$ cat config.mk
export PLATFORM = sky130hd
export DESIGN_NAME = qn_cell
export DESIGN_NICKNAME = d
export VERILOG_FILES = /design/src/qn_pkg.sv /design/src/qn_cell.sv
export SDC_FILE = /design/constraint.sdc
export NUM_CORES = 1
export LEC_CHECK = 0
export BUFFER_PORTS_ARGS = -buffer_cell sky130_fd_sc_hd__clkbuf_2
export CORE_ASPECT_RATIO = 1.4
export CORE_MARGIN = 1.5
export CORE_UTILIZATION = 46
export CTS_BUF_LIST = sky130_fd_sc_hd__clkbuf_8
export CTS_CLUSTER_DIAMETER = 200
export DETAILED_ROUTE_END_ITERATION = 10
export PLACE_DENSITY = 0.81
export SLEW_MARGIN = 30
export SYNTH_ARGS = -nofsm -noshare
export SYNTH_HDL_FRONTEND = slang
export SYNTH_SLANG_ARGS = --single-unit
$ cat constraint.sdc
create_clock -name i_clk -period 3.4 [get_ports i_clk]
set_input_delay 0.68 -clock i_clk [delete_from_list [all_inputs] [get_ports i_clk]]
set_output_delay 0.68 -clock i_clk [all_outputs]
set_load 0.03 [all_outputs]
$ cat src/qn_pkg.sv
// Shared constants, types and codes for the quantile normalizer.
// No dependencies; every other file in src imports this package.
`default_nettype none

package qn_pkg;

    // Storage sizes and field widths
    localparam int MAX_SAMPLES = 64;
    localparam int VALUE_BITS  = 32;
    localparam int POS_W       = 6;
    localparam int IDX_W       = $clog2(MAX_SAMPLES);
    localparam int CNT_W       = $clog2(MAX_SAMPLES + 1);
    localparam int IN_DATA_W   = ((POS_W + VALUE_BITS + 7) / 8) * 8;
    localparam int OUT_DATA_W  = ((VALUE_BITS + POS_W + 7) / 8) * 8;

    // Item kinds carried on the input tuser bit
    localparam logic MODE_REF    = 1'b0;
    localparam logic MODE_SAMPLE = 1'b1;

    typedef logic signed [VALUE_BITS-1:0] t_value;
    typedef logic [CNT_W-1:0]             t_count;

    typedef enum logic [2:0] {
        ST_LOAD,
        ST_RANK,
        ST_LOOK,
        ST_CALC,
        ST_OUT
    } t_state;

    // Control broadcast to every cell of the chain
    typedef struct packed {
        logic clear;
        logic rank;
        logic shift;
    } t_cell_ctl;

endpackage

`default_nettype wire

$ cat src/qn_cell.sv
// One cell of the ranking chain: holds one sample, a circulating value
// and its greater/equal counts. Depends on qn_pkg.
`default_nettype none

module qn_cell
    import qn_pkg::*;
(
    input  wire logic      i_clk,
    input  wire logic      i_rst_n,
    input  wire t_cell_ctl i_ctl,
    input  wire logic      i_wr,
    input  wire t_value    i_value,
    input  wire t_value    i_prev_val,
    input  wire logic      i_prev_vld,
    input  wire t_count    i_next_gt,
    input  wire t_count    i_next_eq,
    output t_value         o_mov_val,
    output logic           o_mov_vld,
    output t_count         o_gt,
    output t_count         o_eq
);

    t_value r_own;
    t_value r_mov;
    logic   r_mov_vld;
    t_count r_gt;
    t_count r_eq;
    logic   w_gt_hit;
    logic   w_eq_hit;

    // Compare the passing value against the held sample
    always_comb begin
        w_gt_hit = r_mov_vld && (r_mov > r_own);
        w_eq_hit = r_mov_vld && (r_mov == r_own);
    end

    // Valid flag of the circulating value
    always_ff @(posedge i_clk) begin
        if (!i_rst_n) begin
            r_mov_vld <= 1'b0;
        end else if (i_ctl.clear) begin
            r_mov_vld <= 1'b0;
        end else if (i_wr) begin
            r_mov_vld <= 1'b1;
        end else if (i_ctl.rank) begin
            r_mov_vld <= i_prev_vld;
        end
    end

    // Load the sample, rotate and count, or hand counts toward cell zero
    always_ff @(posedge i_clk) begin
        if (i_wr) begin
            r_own <= i_value;
            r_mov <= i_value;
            r_gt  <= '0;
            r_eq  <= '0;
        end else if (i_ctl.rank) begin
            r_mov <= i_prev_val;
            r_gt  <= r_gt + t_count'(w_gt_hit);
            r_eq  <= r_eq + t_count'(w_eq_hit);
        end else if (i_ctl.shift) begin
            r_gt <= i_next_gt;
            r_eq <= i_next_eq;
        end
    end

    assign o_mov_val = r_mov;
    assign o_mov_vld = r_mov_vld;
    assign o_gt      = r_gt;
    assign o_eq      = r_eq;

endmodule

`default_nettype wire

==> results.toml <==
[clock_network]
cts_tree = "built"
cts_buffers = 9
post_cts_buffers = 0
post_cts_resized = 0
clkLatencyLatePin_ns = 0.35
cts_root_buffer = "clkbuf_8"
cts_hold_buf = 0
ctsHtreeMaxLevel = 3
clock_path_buffers = 2
cts_sinks = 79
cts.reportedPaths.clkPinSlew_ns = 0.08

[setup_path]
cp-start-kind = "flop"
reg2reg_depth = 15
cp_max_fo = 3
crit_arrival_ns = 3.32
path_delay_family = "compound AO/OA/AOI/OAI gates"
critPathRequiredTime_ns = 3.64
path_cells = "ha_1 > a21oi_2 > o21ai_1 > a221o_1 > a2111oi_2 > nand2_1 > mux2i_1 > ha_2 > ha_1 > inv_1 > nor3_4 > nand3_1 > mux2i_1 > a21oi_1 > nor2_1"
r2r-start = "o_mov_val[19]"
crit_path_end_kind = "flop"
slowest_stage = "edfxtp_1"
timing.rr.end = "o_gt[6]"
max_stage_delay_ns = 0.40
rrSetupSlack_ns = 0.32
crit_type = "reg -> reg"
cp_num_buf_inv = 1

[power_and_ir_drop]
p_seq_frac = 0.474
p_sw_frac = 0.266
p_sw_uw = 665
p_per_area_mw_per_mm2 = 502
power_mw = 2.50
peakVddDrop_mv = 0.251
p_int_mw = 1.83
power_frac_comb = 0.190
p_clk_frac = 0.336
power.leakage_nw = 2.32

[sta]
setup_viol = 0
tightest_slew_ns = 0.842
setup_ws_ns = 0.324
fin_tns_setup_ns = 0
relSlewSlack = 0.439
max_freq_ghz = 0.325
hold_viol = 0
rsz0062_at_grt = "no"
fin_skew_ns = 0.0111
finalCritPeriodShare = 0.905
finalMaxSlewViolations = 0
holdWs_ns = 0.506
post-route-min-period_ns = 3.08

[cells_and_area]
area_delta_synth_final_pct = 26.6
antenna_cells = 0
final_common_cell = "clkbuf_2"
layout_common_cells = "130 x clkbuf_2, 64 x edfxtp_1, 35 x inv_1"
drive_gt1_frac = 0.413
final_nets = 578

[global_routing]
grt_pass1_vias = 2905
grt_remaining_overflow = 0
grt_start_max_net_pins = 42
grt_first_pass_wirelength_microns = 13300
grt_usage = 0.196
antenna_found_initial = 0

[min_path]
holdPathStages = 2
worstHoldStart = "i_ctl[2]"
whs_endpoint = "o_mov_vld"
hp-class = "in -> reg"

[synth]
muxShareOfSynthArea = 0.107
synth_fa_ha_area_frac = 0.115
synthArstFlopShare = 0
synth_cells = 322
synth-seq-cells = 79
synth_flop_cell = "edfxtp_1"
synth_top_family_by_area = "adder cells"
syn_nets = 443
synthXorXnorAreaFrac = 0
netlist_area_sq_mm = 0.00393
syn_avg_cell_area_sq_um = 12.2
yosysWarningCount = 0
synth_compound_area_frac = 0.0862
ys_types = 36
synth-edff-count = 64
synth_simple_gate_area_share = 0.0834
ys_seq_area_frac = 0.565

[detailed_routing]
drt_pass1_iterations = 4
drt_iter0_markers = 93
avgViaCountPerCell = 5.24
wl_per_cell_microns = 14.9
drcViolationCount = 0
drt_wl_total_microns = 8410
num_vias = 2955
antenna_left = 0

[die]
start_util = 0.477
core_sq_mm = 0.00825
ios = 132
die_h_microns = 112
fp.dieW_microns = 81.1
rows = 39
die_area_sq_mm = 0.00912

[run_status]
status = "finished, final reports clean"

[place]
gp_congestion = 0.765
port_buffers = 131
dp_hpwl_microns = 6570
place_ws_ns = 0.0936

[job]
maxCapViolCount = 0
-- synth_stat cells, drive strengths merged, types with 2 or more instances --
library cell | count | share of area
o21ai | 4 | 0.0051
clkbuf | 6 | 0.0057
mux2i | 6 | 0.015
nor2b | 3 | 0.0048
nand3 | 10 | 0.013
and3 | 3 | 0.0048
inv | 36 | 0.034
and4 | 2 | 0.0045
dfxtp | 15 | 0.076
buf | 3 | 0.0038
a21o | 5 | 0.0095
nand2 | 12 | 0.011
a221oi | 2 | 0.0045
nor3 | 4 | 0.0051
ha | 36 | 0.11
a221o | 2 | 0.0051
nor2 | 28 | 0.027
nand4 | 4 | 0.0064
edfxtp | 64 | 0.49
mux2 | 32 | 0.092
a21oi | 33 | 0.044
a2111oi | 2 | 0.0060
-- metrics by stage --
step	instance area (sq um)	utilization	std cells
finish	4980	0.604	564
global route	4980	0.604	564
CTS	4940	0.599	564
detailed placement	4700	0.569	548
global placement	4700	0.569	548
floorplan	3930	-	322
-- logic make-up after synthesis --
kind of cell / after synthesis
flops: 79
simple gates: 70
compound gates: 54
buf+inv: 45
mux: 38
fa+ha+maj: 36
-- cell type report --
cell class	instances	area, sq um
clock buffers	10	138
clock inverters	6	106
fillers	678	3270
inverters	36	135
multi-input cells	198	1580
flip-flops and latches	79	2220
well taps	102	128
repair buffers	133	673
-- routing by layer --
metal	up-vias	part of all wire	GRT usage
met4	0	0.018	0.0851
li1	1449	-	-
met2	93	0.53	0.343
met3	13	0.061	0.0488
met1	1400	0.39	0.220
met5	-	0	0
-- worst register-to-register path: cells and delay by family (launching register included) --
kind	cells	cell delay [ns]
mux	2	0.35
buf+inv	1	0.08
simple gates	4	0.45
flops	1	0.40
fa+ha+maj	3	0.71
compound gates	5	0.99
-- registers in the layout, summed over array words and instances, names as in the netlist --
| name | count |
|---|---|
| o_gt | 7 |
| r_own | 32 |
| o_mov_vld | 1 |
| o_mov_val | 32 |
| o_eq | 7 |
-- worst max path at each step --
stage	from	endpoint	slack, ns	cells after the start
after CTS	o_mov_val[23]	o_gt[6]	0.08	14
final	o_mov_val[19]	o_gt[6]	0.32	15
after global placement	o_mov_val[23]	o_gt[6]	0.21	14
after detailed placement	o_mov_val[17]	o_gt[6]	0.09	15
after floorplan	o_mov_val[17]	o_gt[6]	0.24	15
after global routing	o_mov_val[23]	o_gt[6]	0.003	14
-- power groups by stage --
stage               Combinational [mW]  Clock (mW)  Sequential (mW)
finish                           0.474       0.839             1.18
global route                     0.523       0.886             1.20
CTS                              0.473       0.857             1.19
detailed placement               0.471           0             1.21
global placement                 0.458           0             1.20
floorplan                        0.199           0             1.31
Power figures use the tool's default switching activity.
