**src/qn_pkg.sv**
```systemverilog
// Shared constants, types and codes for the quantile normalizer.
// No dependencies; every other file in src imports this package.
`default_nettype none

package qn_pkg;

    // Storage sizes and field widths
    localparam int MAX_SAMPLES = 64;
    localparam int VALUE_BITS  = 32;
    localparam int POS_W       = 6;
    localparam int IDX_W       = $clog2(MAX_SAMPLES);
    localparam int CNT_W       = $clog2(MAX_SAMPLES + 1);
    localparam int IN_DATA_W   = ((POS_W + VALUE_BITS + 7) / 8) * 8;
    localparam int OUT_DATA_W  = ((VALUE_BITS + POS_W + 7) / 8) * 8;

    // Item kinds carried on the input tuser bit
    localparam logic MODE_REF    = 1'b0;
    localparam logic MODE_SAMPLE = 1'b1;

    typedef logic signed [VALUE_BITS-1:0] t_value;
    typedef logic [CNT_W-1:0]             t_count;

    typedef enum logic [2:0] {
        ST_LOAD,
        ST_RANK,
        ST_LOOK,
        ST_CALC,
        ST_OUT
    } t_state;

    // Control broadcast to every cell of the chain
    typedef struct packed {
        logic clear;
        logic rank;
        logic shift;
    } t_cell_ctl;

endpackage

`default_nettype wire

```
**src/qn_lookup.sv**
```systemverilog
// Reference table with two registered read ports and the tie averaging.
// Depends on qn_pkg.
`default_nettype none

module qn_lookup
    import qn_pkg::*;
(
    input  wire logic             i_clk,
    input  wire logic             i_wr_en,
    input  wire logic [IDX_W-1:0] i_wr_addr,
    input  wire t_value           i_wr_data,
    input  wire t_count           i_gt,
    input  wire t_count           i_eq,
    output t_value                o_result
);

    t_value             r_table [MAX_SAMPLES];
    t_value             r_rd_a;
    t_value             r_rd_b;
    logic               r_odd;
    t_count             w_mid;
    logic [IDX_W-1:0]   w_addr_a;
    logic [IDX_W-1:0]   w_addr_b;
    logic [VALUE_BITS:0] w_sum;

    // Upper entry is g + e/2; for an even tie the lower one sits just before it
    always_comb begin
        w_mid    = i_gt + (i_eq >> 1);
        w_addr_b = w_mid[IDX_W-1:0];
        w_addr_a = i_eq[0] ? w_addr_b : w_addr_b - IDX_W'(1);
    end

    // Write port
    always_ff @(posedge i_clk) begin
        if (i_wr_en) begin
            r_table[i_wr_addr] <= i_wr_data;
        end
    end

    // Registered read ports
    always_ff @(posedge i_clk) begin
        r_rd_a <= r_table[w_addr_a];
        r_rd_b <= r_table[w_addr_b];
        r_odd  <= i_eq[0];
    end

    // Floor of the mean over a sign-extended sum
    always_comb begin
        w_sum    = {r_rd_a[VALUE_BITS-1], r_rd_a} + {r_rd_b[VALUE_BITS-1], r_rd_b};
        o_result = r_odd ? r_rd_a : t_value'(w_sum[VALUE_BITS:1]);
    end

endmodule

`default_nettype wire

```
**config.mk**
```make
export PLATFORM = sky130hd
export DESIGN_NAME = qn_lookup
export DESIGN_NICKNAME = d
export VERILOG_FILES = /design/src/qn_pkg.sv /design/src/qn_lookup.sv
export SDC_FILE = /design/constraint.sdc
export NUM_CORES = 2
export LEC_CHECK = 0
export ABC_CLOCK_PERIOD_IN_PS = 16700
export BUFFER_PORTS_ARGS = -buffer_cell sky130_fd_sc_hd__buf_2
export CAP_MARGIN = 30
export CORE_ASPECT_RATIO = 2
export CORE_MARGIN = 10
export CORE_UTILIZATION = 69
export DETAILED_ROUTE_END_ITERATION = 7
export HOLD_SLACK_MARGIN = 0.08
export PLACE_DENSITY = 0.95
export SYNTH_ARGS = -nofsm -noshare
export SYNTH_HDL_FRONTEND = slang
export SYNTH_SLANG_ARGS = --single-unit
export TNS_END_PERCENT = 5
```
**constraint.sdc**
```tcl
create_clock -name i_clk -period 16.7 [get_ports i_clk]
set_clock_uncertainty 0.2 [all_clocks]
set_input_delay 1.67 -clock i_clk [delete_from_list [all_inputs] [get_ports i_clk]]
set_output_delay 1.67 -clock i_clk [all_outputs]
set_load 0.1 [all_outputs]
```
==> results of run 1 <==
-- synth_stat cells, types with 37 or more instances --
cell type,instances,area [sq um]
mux2i_1,196,1960
nand3_1,67,335
buf_1,111,417
nand2_1,116,435
nor2_1,113,424
nor2b_1,148,926
o22ai_1,993,6210
a211oi_1,245,1840
edfxtp_1,2048,61500
or3_1,110,688
a22oi_1,147,1100
buf_2,120,601
clkbuf_1,450,1690
o311ai_0,179,1570
ha_1,37,463
dfxtp_1,65,1300
o21ai_0,117,586
nor3_1,303,1520
a21oi_1,211,1060
mux4_2,793,17900
-- stage by stage --
stage               hold slack (ns)  util, %
floorplan                     0.595        -
global placement              0.662     70.8
detailed placement            0.704     70.9
CTS                           0.782     74.5
-- layer usage --
metal / GRT overflow / global-route usage, %
met3: 0 / 74.0
met2: 3 / 87.3
met4: 4 / 70.2
met5: 0 / 62.9
met1: 0 / 68.2
-- logic make-up after synthesis --
family / synth area share, %
XOR/XNOR: 0.340
multiplexers: 18.9
flip-flops: 60.0
AO/OA/AOI/OAI: 13.1
adder cells (fa/ha/maj): 0.480
AND/OR/NAND/NOR: 4.57
buffers and inverters: 2.65
==> out/qor.csv, run 1 <==
stage,metric,value,unit
outcome,error msg,[ERROR GRT-0232] Routing congestion too high. Check the congestion heatmap in the GUI.,
outcome,Failed at,global routing (5_1_grt),
floorplan,site row count,202,
place,number of port buffers,84,
place,dpl cells,8358,
global_routing,initial antenna violation count,88,
yosys,Mapped Area,105000,sq um
floorplan,I/O pin count,86,
place,final RePlAce weighted congestion,0.908,
yosys,Synthesis Warnings,0,
floorplan,Die Y-Extent,571,um
place,Post-Place Worst Slack,7.59,ns
yosys,"Seq/Total Area, Yosys",60.0,%
cts,clock sink count,2113,
global_routing,largest net degree at the start of global routing,160,
yosys,Yosys cell types,66,
yosys,Syn Inst Count,6854,
floorplan,Initial Util,69.3,%
global_routing,GRT overflow,7,
yosys,post-synthesis net count,6947,
yosys,Synth async-reset ratio,0,%
cts,H-tree lvl count,4,
yosys,dominant synthesized flop cell,edfxtp_1,
cts,setup bufs post-CTS,0,
cts,Root Driver,clkbuf_16,
yosys,number of synthesized register bits,2113,
place,Post-DP Area,107000,sq um
outcome,status,stopped before the end,
cts,CTS Hold Bufs,0,
floorplan,die width,296,um
yosys,"EDFF count, synth",2048,
global_routing,total track usage,75.3,%
yosys,Avg Inst Size Synth,15.3,sq um
place,dpl hpwl,214,mm
cts,Resize count post-CTS,0,
cts,Longest Clk Path Bufs,4,
cts,CTS Buf Count,170,
==> inputs of run 2 (changes only) <==
--- a/config.mk
+++ b/config.mk
@@ -8,12 +8,10 @@
 export ABC_CLOCK_PERIOD_IN_PS = 16700
 export BUFFER_PORTS_ARGS = -buffer_cell sky130_fd_sc_hd__buf_2
 export CAP_MARGIN = 30
-export CORE_ASPECT_RATIO = 2
 export CORE_MARGIN = 10
-export CORE_UTILIZATION = 69
+export CORE_UTILIZATION = 40
 export DETAILED_ROUTE_END_ITERATION = 7
-export HOLD_SLACK_MARGIN = 0.08
-export PLACE_DENSITY = 0.95
+export PLACE_DENSITY_LB_ADDON = 0.15
 export SYNTH_ARGS = -nofsm -noshare
 export SYNTH_HDL_FRONTEND = slang
 export SYNTH_SLANG_ARGS = --single-unit
==> run 2 against run 1 <==
Effect of this change: the run now ends clean; synthesized area unchanged; synthesized cell count is the same.
==> out/qor.csv, run 2 <==
stage,metric,value,unit
sta,RSZ-0062 raised after global routing,no,
power,Gate power share,30.0,%
floorplan,I/O pin count,86,
final_layout,"most common cell after layout, fill and taps aside",edfxtp_1,
cts,CTS clock-pin slew for the worst setup and hold paths,0.06,ns
cts,CTS Buf Count,225,
final_layout,share of cells above drive strength 1,22.6,%
cts,CTS tree,yes,
setup_path,reg2reg start,r_table[2][25],
setup_path,Critical-path top delay cell,o21ai_0,
outcome,status,completed,
sta,clock period minus worst slack,7.34,ns
global_routing,first-pass GRT wire length,540,mm
power,Power Density,136,nW/um^2
sta,Least-Margin Pin Slew,1.15,ns
route,via count,73300,
power,Worst VDD drop,0.261,mV
floorplan,core footprint,260000,sq um
cts,clock latency on the worst-skew pair,0.89,ns
sta,FMAX,136,MHz
route,DRC viols,0,
final_layout,Top reg by flops,r_table,
final_layout,"Cell Count, Final, Fillers Out",10400,
yosys,Syn Inst Count,6854,
floorplan,Die Y-Extent,532,um
setup_path,crit path from,r_rd_a[0],
global_routing,vias in the first global route,70600,
power,Clk network pwr share,31.8,%
setup_path,FF-to-FF End,r_rd_b[25],
yosys,Mapped Area,105000,sq um
yosys,"Seq/Total Area, Yosys",60.0,%
route,First-pass DRT Iterations,8,
cts,Resize count post-CTS,0,
setup_path,Worst path most repeated cell,o21ai_0,
cts,setup bufs post-CTS,0,
power,Final Power,16000,uW
global_routing,total track usage,26.5,%
yosys,post-synthesis net count,6947,
floorplan,Die Area,283000,sq um
yosys,largest cells by area after synthesis,"edfxtp_1, mux4_2, o22ai_1",
setup_path,CP startpoint kind,flip-flop,
route,Routed Antenna Nets,0,
power,P_leak,0.0359,uW
yosys,"count leader, synth",edfxtp_1,
yosys,Synth async-reset ratio,0,%
global_routing,largest net degree at the start of global routing,159,
place,final RePlAce weighted congestion,0.882,
final_layout,Top Registers,"r_table (2048), r_rd_a (32), r_rd_b (32)",
yosys,Avg Inst Size Synth,15.3,sq um
setup_path,CP Capture Type,primary output,
floorplan,die width,532,um
cts,Root Driver,clkbuf_16,
run,number of max-cap violations,0,
route,Iter 0 DRT Violations,10500,
power,P_sw,5590,uW
setup_path,worst path cell trace,and2_1 > fa_1 > a211o_1 > o211ai_1 > a211o_1 > a21oi_1 > o21ai_0 > o21ai_0 > a221oi_1 > mux2i_1 > o21ai_0 > buf_2,
yosys,Synthesis Warnings,0,
setup_path,critical path peak fanout,3,
sta,fin crit share,44.0,%
cts,CTS Hold Bufs,0,
final_layout,area grow syn2layout,12.3,%
sta,Hold Fails Final Rpt,0,
place,dpl cells,9963,
floorplan,site row count,187,
final_layout,number of flip-flops under the largest register name,2048,
place,dpl hpwl,225,mm
yosys,Yosys cell types,66,
cts,H-tree lvl count,4,
yosys,"area leader, netlist",edfxtp_1,
sta,slew margin rel.,22.4,%
global_routing,GRT overflow,0,
final_layout,fin nets,6814,
setup_path,Worst Setup EP,o_result[27],
hold_path,HP Class,flip-flop to flip-flop,
yosys,dominant synthesized flop cell,edfxtp_1,
setup_path,R2R setup slack,13.87,ns
setup_path,worst path required time,14.83,ns
yosys,Synth top area share,58.7,%
setup_path,type of the worst setup path,flip-flop to primary output,
place,number of port buffers,84,
route,Routed WL,392,mm
final_layout,"commonest non-fill, non-tap cells in the layout","edfxtp_1, o22ai_1, mux4_2, nor3_1, a211oi_1",
power,Int Pwr,10400,uW
sta,Max Slew Vio Count,0,
yosys,number of synthesized register bits,2113,
yosys,top cells by instance count after synthesis,"edfxtp_1, o22ai_1, mux4_2, clkbuf_1, nor3_1",
power,Sw Share,34.9,%
cts,Longest Clk Path Bufs,3,
route,DR WL/cell,37.6,um
setup_path,FF-to-FF path depth,6,
route,DR vias/cell,7.03,
global_routing,initial antenna violation count,40,
sta,setup_tns,0,ns
yosys,"EDFF count, synth",2048,
power,Seq pwr share,38.1,%
floorplan,Initial Util,40.3,%
cts,clock sink count,2113,
sta,Final setup viols,0,
setup_path,Crit path largest cell delay,0.85,ns
final_layout,Fill cells,22700,
setup_path,CP arrival,5.47,ns
## run 2: cell counts after synthesis
Identical to the previous run, type by type.
## run 2: power groups by stage
stage | combinational (uW) | clock (uW) | sequential, uW
finish | 4810 | 5090 | 6100
global route | 5060 | 5370 | 6100
CTS | 4730 | 5150 | 6090
detailed placement | 4720 | 0 | 6210
global placement | 4690 | 0 | 6200
floorplan | 3250 | 0 | 6080
## run 2: area by class of cell
cell class	instances	area (sq um)	area share [%]
Timing Repair Buffer	326	3000	2.55
Antenna cell	14	35.0	0.0298
Inverter	7	27.5	0.0234
Clock buffer	298	6160	5.24
Clock inverter	125	1310	1.12
Multi-Input combinational cell	4048	39900	33.9
Tap cell	3496	4370	3.72
Sequential cell	2113	62800	53.4
## run 2: worst max-delay path, delay by kind of cell (launching register included)
family	cells	cell delay, ns
muxes	1	0.12
and+or+nand+nor	1	0.26
AOI/OAI and AO/OA	8	2.72
DFF	1	0.47
adders and majority gates	1	0.42
buffers and inverters	1	0.58
## run 2: logic make-up (layout without fill, tap and decap cells)
family / after synthesis / in the layout / synth area share, %
flip-flops: 2113 / 2113 / 60.0
AO/OA/AOI/OAI: 2055 / 2055 / 13.1
multiplexers: 991 / 991 / 18.9
AND/OR/NAND/NOR: 924 / 924 / 4.57
buffers and inverters: 693 / 756 / 2.65
adder cells (fa/ha/maj): 39 / 39 / 0.480
XOR/XNOR: 39 / 39 / 0.340
other: 0 / 14 / 0
## run 2: per-layer routing
metal	up-vias	global-route usage (%)	routed length, um
met3	890	5.70	41400
li1	29300	-	-
met1	38300	35.6	152000
met4	18	11.6	19200
met2	4741	41.7	180000
met5	-	0	133
## run 2: worst min-delay path by stage
stage | slack [ns] | to | depth (start not counted) | startpoint
floorplan | 0.60 | r_rd_a[12] | 4 | r_table[60][12]
global placement | 0.73 | r_rd_a[3] | 4 | r_table[55][3]
detailed placement | 0.72 | r_rd_a[6] | 4 | r_table[55][6]
CTS | 0.75 | r_rd_a[3] | 4 | r_table[55][3]
global route | 0.79 | r_table[47][23] | 1 | i_wr_data[23]
finish | 0.76 | r_rd_a[12] | 4 | r_table[47][12]
## run 2: per-stage QoR
stage,setup slack [ns],utilization (%),hold slack (ns),area [sq um]
3_3_place_gp,9.39,42.0,0.729,109000
5_1_grt,9.25,45.2,0.794,118000
4_1_cts,9.46,45.0,0.746,117000
3_5_place_dp,9.30,42.1,0.724,110000
2_1_floorplan,9.84,-,0.595,105000
6_report,9.36,45.2,0.762,118000
(Power assumes the default switching activity.)
